<file path="src/rtl/sap_pkg.sv">
// Shared types, constants and helpers for the S-curve acceleration profile sampler.
// No dependencies; imported by sap_pre and scurve_accel_profile_sampler.
`default_nettype none

package sap_pkg;

  localparam int FRAC_BITS_DEF = 16;
  localparam int QW            = 62;

  typedef logic [QW-1:0]        uq_t;
  typedef logic signed [QW:0]   sq_t;

  localparam uq_t SATV = '1;
  localparam logic signed [63:0] SATS = 64'sh3FFF_FFFF_FFFF_FFFF;

  // ceil(2^64 / 3): floor(n * RECIP3 / 2^64) == floor(n / 3) for n < 2^61
  localparam logic [63:0] RECIP3 = 64'h5555_5555_5555_5556;

  localparam logic [1:0] ST_OK    = 2'd0;
  localparam logic [1:0] ST_ACCEL = 2'd1;
  localparam logic [1:0] ST_DEGEN = 2'd2;
  localparam logic [1:0] ST_RANGE = 2'd3;

  localparam logic [2:0] CFG_START_VEL   = 3'd0;
  localparam logic [2:0] CFG_TOP_VEL     = 3'd1;
  localparam logic [2:0] CFG_MAX_ACCEL   = 3'd2;
  localparam logic [2:0] CFG_ENTRY_ACCEL = 3'd3;
  localparam logic [2:0] CFG_EXIT_ACCEL  = 3'd4;

  typedef struct packed {
    logic [31:0] start_velocity;
    logic [31:0] top_velocity;
    logic [31:0] max_accel;
    logic [31:0] entry_accel;
    logic [31:0] exit_accel;
  } cfg_t;

  // profile constants handed from the setup sequencer to the sample pipeline
  typedef struct packed {
    logic        busy;
    logic [1:0]  status;
    uq_t         jm;
    uq_t         ts;
    uq_t         conc;
    uq_t         cs3;
    logic [62:0] ct;
    sq_t         sce;
    sq_t         vh;
  } prof_t;

  function automatic sq_t sadd(sq_t a, sq_t b);
    logic signed [63:0] s;
    s = 64'(a) + 64'(b);
    if (s > SATS) return 63'(SATS);
    if (s < -SATS) return 63'(-SATS);
    return 63'(s);
  endfunction

endpackage

`default_nettype wire

</file>
<file path="src/rtl/sap_pre.sv">
// Profile setup sequencer: derives the curve constants from the configuration
// with one serial multiply-divide unit. Depends on sap_pkg.
`default_nettype none

module sap_pre
  import sap_pkg::*;
#(
  parameter int FRAC_BITS = FRAC_BITS_DEF
) (
  input  logic  clk,
  input  logic  rst_n,
  input  cfg_t  cfg,
  input  logic  cfg_we,
  output prof_t prof
);

  localparam logic [63:0] ONE = 64'd1 << FRAC_BITS;

  localparam logic [3:0] P_TH   = 4'd0;
  localparam logic [3:0] P_JM   = 4'd1;
  localparam logic [3:0] P_TS   = 4'd2;
  localparam logic [3:0] P_TE   = 4'd3;
  localparam logic [3:0] P_CT   = 4'd4;
  localparam logic [3:0] P_C1   = 4'd5;
  localparam logic [3:0] P_C2   = 4'd6;
  localparam logic [3:0] P_C3   = 4'd7;
  localparam logic [3:0] P_H1   = 4'd8;
  localparam logic [3:0] P_H2   = 4'd9;
  localparam logic [3:0] P_H3   = 4'd10;
  localparam logic [3:0] P_D6   = 4'd11;
  localparam logic [3:0] P_VC   = 4'd12;
  localparam logic [3:0] P_VH   = 4'd13;
  localparam logic [3:0] P_DONE = 4'd14;

  localparam logic [7:0] MUL_LAST = 8'd63;
  localparam logic [7:0] DIV_LAST = 8'd191;

  logic [3:0]   step_r;
  logic         run_r;
  logic [7:0]   cnt_r;
  logic [127:0] prod_r;
  logic [63:0]  rem_r;
  uq_t          quo_r;
  logic         ov_r;
  uq_t          th_r, jm_r, ts_r, te_r, conc_r, tmp_r, cs3_r, h2_r;
  logic [62:0]  ct_r;
  sq_t          sce_r, vh_r;

  logic [32:0]  as_w;
  logic [31:0]  dv_w;
  logic [63:0]  op_a, op_b, op_c;
  logic         alu_step;
  logic [64:0]  hi_sum, rem_sh, rem_sub;
  logic         ge;
  uq_t          quo_sh, res;
  logic         ov_sh;
  uq_t          conc_w;
  logic [62:0]  ct_w;
  logic [1:0]   stat_w;
  logic         use_div;
  logic [7:0]   last_w;
  logic [127:0] prod_nxt, prod_q;
  uq_t          mres, fin;

  assign as_w = {cfg.max_accel, 1'b0};
  assign dv_w = cfg.top_velocity - cfg.start_velocity;

  always_comb begin
    op_a = '0;
    op_b = '0;
    op_c = '0;
    unique case (step_r)
      P_TH: begin op_a = {32'd0, dv_w};  op_b = ONE;  op_c = {31'd0, as_w}; end
      P_JM: begin op_a = {31'd0, as_w};  op_b = {31'd0, as_w};  op_c = {32'd0, dv_w}; end
      P_TS: begin
        op_a = {2'd0, th_r};  op_b = {32'd0, cfg.entry_accel};  op_c = {31'd0, as_w};
      end
      P_TE: begin
        op_a = {2'd0, th_r};
        op_b = {31'd0, as_w} - {32'd0, cfg.exit_accel};
        op_c = {31'd0, as_w};
      end
      P_C1: begin op_a = {2'd0, jm_r};  op_b = {2'd0, ts_r};  op_c = ONE; end
      P_C2, P_C3: begin op_a = {2'd0, tmp_r};  op_b = {2'd0, ts_r};  op_c = ONE; end
      P_H1: begin op_a = {2'd0, jm_r};  op_b = {2'd0, th_r};  op_c = ONE; end
      P_H2, P_H3: begin op_a = {2'd0, tmp_r};  op_b = {2'd0, th_r};  op_c = ONE; end
      P_D6: begin op_a = {3'd0, tmp_r[QW-1:1]};  op_b = RECIP3; end
      P_VC: begin
        op_a = {32'd0, cfg.start_velocity};  op_b = {2'd0, conc_r};  op_c = ONE;
      end
      default: begin
        op_a = '0;
        op_b = '0;
        op_c = '0;
      end
    endcase
  end

  assign alu_step = (step_r == P_CT) || (step_r == P_VH);

  // only the profile quotients need the divide phase
  assign use_div = (step_r == P_TH) || (step_r == P_JM) || (step_r == P_TS)
                || (step_r == P_TE);
  assign last_w  = use_div ? DIV_LAST : MUL_LAST;

  // multiply phase: shift-add, one multiplier bit per cycle
  assign hi_sum   = {1'b0, prod_r[127:64]} + (prod_r[0] ? {1'b0, op_a} : 65'd0);
  assign prod_nxt = {hi_sum, prod_r[63:1]};

  // fixed-point products drop the fraction bits; the P_D6 step is a reciprocal product
  assign prod_q = prod_nxt >> FRAC_BITS;
  assign mres   = (step_r == P_D6) ? prod_nxt[64 +: QW]
                : ((|prod_q[127:QW]) ? SATV : prod_q[QW-1:0]);

  // divide phase: restoring, one dividend bit per cycle
  assign rem_sh  = {rem_r, prod_r[127]};
  assign ge      = rem_sh >= {1'b0, op_c};
  assign rem_sub = rem_sh - {1'b0, op_c};
  assign quo_sh  = {quo_r[QW-2:0], ge};
  assign ov_sh   = ov_r | quo_r[QW-1];
  assign res     = ov_sh ? SATV : quo_sh;

  assign fin = use_div ? res : mres;

  assign conc_w = th_r - ts_r;
  assign ct_w   = {1'b0, conc_w} + {1'b0, te_r};

  always_ff @(posedge clk) begin
    if (!rst_n) begin
      step_r <= P_TH;
      run_r  <= 1'b0;
      cnt_r  <= '0;
    end else if (cfg_we) begin
      step_r <= P_TH;
      run_r  <= 1'b0;
    end else if (step_r != P_DONE) begin
      if (alu_step) begin
        step_r <= step_r + 4'd1;
      end else if (!run_r) begin
        run_r <= 1'b1;
        cnt_r <= '0;
      end else begin
        cnt_r <= cnt_r + 8'd1;
        if (cnt_r == last_w) begin
          run_r  <= 1'b0;
          step_r <= step_r + 4'd1;
        end
      end
    end
  end

  always_ff @(posedge clk) begin
    if (!cfg_we && step_r != P_DONE) begin
      if (alu_step) begin
        if (step_r == P_CT) begin
          conc_r <= conc_w;
          ct_r   <= ct_w;
        end else begin
          vh_r <= sadd($signed({31'd0, cfg.start_velocity}), $signed({2'd0, h2_r[QW-1:1]}));
        end
      end else if (!run_r) begin
        prod_r <= {64'd0, op_b};
        rem_r  <= '0;
        quo_r  <= '0;
        ov_r   <= 1'b0;
      end else begin
        if (cnt_r <= MUL_LAST) begin
          prod_r <= prod_nxt;
        end else begin
          prod_r <= {prod_r[126:0], 1'b0};
          rem_r  <= ge ? rem_sub[63:0] : rem_sh[63:0];
          quo_r  <= quo_sh;
          ov_r   <= ov_sh;
        end
        if (cnt_r == last_w) begin
          case (step_r)
            P_TH: th_r <= fin;
            P_JM: jm_r <= fin;
            P_TS: ts_r <= (cfg.entry_accel != 32'd0) ? fin : '0;
            P_TE: te_r <= (cfg.exit_accel != 32'd0) ? fin : th_r;
            P_C1, P_C2, P_H1, P_D6: tmp_r <= fin;
            P_C3: cs3_r <= fin;
            P_H2: begin
              tmp_r <= fin;
              h2_r  <= fin;
            end
            P_H3: tmp_r <= (fin == SATV) ? SATV : fin - cs3_r;
            P_VC: sce_r <= sadd($signed({1'b0, fin}), $signed({1'b0, tmp_r}));
            default: ;
          endcase
        end
      end
    end
  end

  always_comb begin
    if ({1'b0, cfg.entry_accel} > as_w || {1'b0, cfg.exit_accel} > as_w)
      stat_w = ST_ACCEL;
    else if (cfg.top_velocity <= cfg.start_velocity || cfg.max_accel == 32'd0)
      stat_w = ST_DEGEN;
    else
      stat_w = ST_OK;
  end

  assign prof.busy   = step_r != P_DONE;
  assign prof.status = stat_w;
  assign prof.jm     = jm_r;
  assign prof.ts     = ts_r;
  assign prof.conc   = conc_r;
  assign prof.cs3    = cs3_r;
  assign prof.ct     = ct_r;
  assign prof.sce    = sce_r;
  assign prof.vh     = vh_r;

endmodule

`default_nettype wire

</file>
<file path="config.mk">
export PLATFORM = sky130hd
export DESIGN_NAME = sap_pre
export DESIGN_NICKNAME = d
export VERILOG_FILES = /design/src/rtl/sap_pkg.sv /design/src/rtl/sap_pre.sv
export SDC_FILE = /design/constraint.sdc
export NUM_CORES = 2
export LEC_CHECK = 0
export ABC_AREA = 1
export BUFFER_PORTS_ARGS = -buffer_cell sky130_fd_sc_hd__buf_4
export CAP_MARGIN = 20
export CORE_MARGIN = 5
export CORE_UTILIZATION = 40
export CTS_BUF_LIST = sky130_fd_sc_hd__clkbuf_8
export CTS_CLUSTER_DIAMETER = 60
export CTS_CLUSTER_SIZE = 10
export DETAILED_ROUTE_END_ITERATION = 10
export SLEW_MARGIN = 25
export SYNTH_ARGS = -nofsm -noshare
export SYNTH_HDL_FRONTEND = slang
export SYNTH_SLANG_ARGS = --single-unit
export TNS_END_PERCENT = 10
</file>
<file path="constraint.sdc">
create_clock -name clk -period 25.9 [get_ports clk]
set_input_delay 3.885 -clock clk [delete_from_list [all_inputs] [get_ports clk]]
set_output_delay 3.885 -clock clk [all_outputs]
set_load 0.01 [all_outputs]
</file>
==> qor.yml <==
outcome: "completed"
slowest_stage: "sky130_fd_sc_hd__buf_4"
routed_via_density: 5.86
r2r_start: "step_r[0]"
post_cts.repair.setup_buffers: 0
drcViolationCount: 0
die-width_microns: 430
fin_tns_setup_ns: 0
largest_net_degree_at_the_start_of_global_routing: 201
critical-path-top-delay-family: "simple AND/OR/NAND/NOR gates"
worstMarginPinSlew_ns: 1.22
route.detailed.wl_per_inst_microns: 32.1
chipHeight_microns: 430
core_area_sq_um: 176000
cp_data_arrival_time_ns: 15.52
finalWeightedCongestion: 1.07
finish.net_count: 10300
io_pins: 603
first_global_vias: 67000
finish.utilization_pct: 46.1
clk-insertion-delay-late_ns: 0.98
globalRoute.totalOverflow: 0
synthCells: 9060
cts_inserted_buffers: 140
num_vias: 71000
post_synth.cell_area_avg_sq_um: 7.79
antenna_violations_before_repair: 34
grt_use_total_pct: 40.3
cts_max_path_buffers: 3
drt_first_iter_violations: 9176
worst_setup_path_startpoint: "cfg[130]"
filler_cell_count: 17800
cp.required_ns: 26.56
row_count: 154
end_kind: "flip-flop"
cts_sinks: 951
synth_compound_gate_area_share_pct: 16.7
totalPowerFinal_mw: 3.72
syn2layout_area_growth_pct: 14.8
synth_top_flop_cell: "sky130_fd_sc_hd__edfxtp_1"
post_synth_num_cell_types: 62
yosysWarnings: 0
timing.final.setup_violations: 0
regToRegSetupSlack_ns: 12.85
crit_path_frequent_cell: "sky130_fd_sc_hd__nand2_1"
power-per-cell-area_nw_per_um2: 45.9
tritoncts: "built"
synth_edf_count: 938
critical-path-max-stage-delay_ns: 0.66
period_share_pct: 57.4
start_util_pct: 40.1
synthXorXnorAreaFrac_pct: 4.69
post_cts.resized_instances: 0
path_buf_inv: 8
mostFrequentLayoutCells: "2035 x sky130_fd_sc_hd__nand2_1, 1506 x sky130_fd_sc_hd__inv_1, 938 x sky130_fd_sc_hd__edfxtp_1, 893 x sky130_fd_sc_hd__nor2_1, 787 x sky130_fd_sc_hd__a21oi_1"
layout_commonest_cell: "sky130_fd_sc_hd__nand2_1"
cts.htree.levels: 4
cts.hold.buffers_added: 0
synth-simple-area-share_pct: 20.3
wl_mm: 389
asyncSetResetFlopFracSynth_pct: 0
max-vdd-ir-drop_v: 0.0000584
clk_pin_slew_worst_setup_hold_paths_ns: 0.07
syn_area_sq_um: 70600
timing.critical_path.fanout_max: 62
grt_pass1_wl_mm: 527
timing_max_transition_violations_final: 0
synth.mux.area_fraction_pct: 0
fin_worst_skew_ns: 0.0681
timing.hold.worst.start: "cnt_r[1]"
worst_slew_margin_rel_pct: 18.9
numPortBuffers: 601
final_hold_viol_count: 0
first_pass_iters: 9
hold_path.class: "reg -> reg"
setup_repair_after_global_routing_missed_its_margin: "no"
crit_type: "in -> reg"
drv.max_cap_violation_count: 0
ys_seq_elements: 951
static-leakage-power_nw: 36.3
clock.fmax_ghz: 0.0673
ys_seq_area_share_pct: 40.3
combinational_family_with_the_most_area_after_synthesis: "simple AND/OR/NAND/NOR gates"
hold-worst-slack_ns: 0.518
die_area_sq_um: 185000
fraction_of_final_layout_cells_sized_beyond_drive_strength_1_pct: 11.4
synthAdderAreaFrac_pct: 8.65
final_ant_viol_nets: 0
cts.root.buffer_cell: "sky130_fd_sc_hd__clkbuf_8"
worst_setup_path_start_kind: "primary input"
min_period_ns: 14.86
dp.final_hpwl_mm: 317
-- cell type report --
cell class                 instances  area [sq um]  area share (%)
antenna                           19          47.5          0.0586
clock buffer                     147          2020            2.50
sequential                       951         28400            35.1
clock inverter                    77           744           0.918
multi-input combinational       6371         35800            44.2
inverter                        1509          5670            6.99
timing repair buffer             707          5420            6.68
tap                             2340          2930            3.61
-- metrics by stage --
stage | instances | worst slack (ns) | area, sq um
global placement | 11900 | 10.59 | 78100
finish | 12100 | 11.04 | 81100
global route | 12100 | 10.42 | 81000
detailed placement | 11900 | 10.36 | 78100
CTS | 12100 | 11.40 | 80900
floorplan | 9061 | 9.50 | 70600
-- where the power goes --
group / switching, mW / leakage (nW) / total, mW / internal [mW]
clock network: 0.693 / 1.45 / 1.34 / 0.652
logic: 0.458 / 26.0 / 0.646 / 0.188
registers: 0.0166 / 8.84 / 1.73 / 1.72
-- synthesized netlist by cell type, types with 5 or more instances --
| cell | count | share of area (%) |
|---|---|---|
| sky130_fd_sc_hd__nand2_1 | 2036 | 11 |
| sky130_fd_sc_hd__inv_1 | 1493 | 7.9 |
| sky130_fd_sc_hd__edfxtp_1 | 938 | 40 |
| sky130_fd_sc_hd__nor2_1 | 914 | 4.9 |
| sky130_fd_sc_hd__a21oi_1 | 788 | 5.6 |
| sky130_fd_sc_hd__o21ai_0 | 492 | 3.5 |
| sky130_fd_sc_hd__ha_1 | 474 | 8.4 |
| sky130_fd_sc_hd__xor2_1 | 228 | 2.8 |
| sky130_fd_sc_hd__nand3_1 | 188 | 1.3 |
| sky130_fd_sc_hd__clkbuf_1 | 185 | 0.98 |
| sky130_fd_sc_hd__xnor2_1 | 150 | 1.9 |
| sky130_fd_sc_hd__a31oi_1 | 122 | 1.1 |
| sky130_fd_sc_hd__nand4_1 | 120 | 1.1 |
| sky130_fd_sc_hd__o211ai_1 | 101 | 1.1 |
| sky130_fd_sc_hd__a221oi_1 | 79 | 0.98 |
| sky130_fd_sc_hd__or2_2 | 77 | 0.68 |
| sky130_fd_sc_hd__nor3_1 | 74 | 0.52 |
| sky130_fd_sc_hd__a21oi_2 | 60 | 0.74 |
| sky130_fd_sc_hd__o21a_1 | 49 | 0.52 |
| sky130_fd_sc_hd__a22oi_1 | 48 | 0.51 |
| sky130_fd_sc_hd__nor4_1 | 48 | 0.43 |
| sky130_fd_sc_hd__o22ai_1 | 40 | 0.35 |
| sky130_fd_sc_hd__a21boi_0 | 35 | 0.37 |
| sky130_fd_sc_hd__o2111ai_1 | 32 | 0.40 |
| sky130_fd_sc_hd__o21ai_1 | 29 | 0.21 |
| sky130_fd_sc_hd__o221ai_1 | 23 | 0.29 |
| sky130_fd_sc_hd__a41oi_1 | 22 | 0.27 |
| sky130_fd_sc_hd__buf_1 | 21 | 0.11 |
| sky130_fd_sc_hd__a21o_1 | 20 | 0.21 |
| sky130_fd_sc_hd__o21bai_1 | 20 | 0.21 |
| sky130_fd_sc_hd__nand3b_1 | 19 | 0.20 |
| sky130_fd_sc_hd__buf_2 | 16 | 0.11 |
| sky130_fd_sc_hd__dfxtp_1 | 13 | 0.37 |
| sky130_fd_sc_hd__inv_2 | 11 | 0.058 |
| sky130_fd_sc_hd__a211oi_1 | 10 | 0.11 |
| sky130_fd_sc_hd__fa_1 | 9 | 0.26 |
| sky130_fd_sc_hd__o31ai_1 | 8 | 0.085 |
| sky130_fd_sc_hd__nor3_2 | 7 | 0.099 |
| sky130_fd_sc_hd__buf_6 | 6 | 0.096 |
| sky130_fd_sc_hd__o311ai_0 | 6 | 0.074 |
| sky130_fd_sc_hd__a21boi_1 | 5 | 0.053 |
| sky130_fd_sc_hd__clkinv_1 | 5 | 0.027 |
-- cell families after synthesis --
family / count (synthesis)
AOI/OAI and AO/OA: 1999
xor gates and xnor gates: 378
adders and majority gates: 483
buffers and inverters: 1739
DFF: 951
other: 1
and+or+nand+nor: 3509
-- routing by layer --
| layer | global-route usage [%] | vias up | wire [microns] |
|---|---|---|---|
| met5 | 0 | - | 45 |
| met4 | 30.8 | 8 | 37100 |
| met3 | 9.68 | 1061 | 36600 |
| met2 | 63.2 | 4377 | 172000 |
| met1 | 47.8 | 33800 | 143000 |
| li1 | - | 31700 | - |
-- worst reg2reg max path: cells and delay by family, from the launching register on --
kind	cells	cell delay, ns
buf+inv	11	3.00
flops	1	0.45
compound gates	10	3.11
simple gates	26	4.98
fa+ha+maj	3	1.25
-- worst paths after layout --
check                           cells past startpoint       end
worst max-delay path                               62  sce_r[2]
worst min-delay path                                2  cnt_r[1]
worst max register to register                     50  sce_r[2]
worst min register to register                      2  cnt_r[1]
-- sequential cells by signal, indices dropped and copies added (netlist names) --
register and cells:
rem_r 64, te_r 62, ct_r 63, prod_r 128, ts_r 62, th_r 62, sce_r 63, conc_r 62
step_r 4, cs3_r 62, h2_r 61, run_r 1, quo_r 62, vh_r 62, tmp_r 62, cnt_r 8
jm_r 62, ov_r 1
No activity file was read; power rests on OpenSTA's default activity.
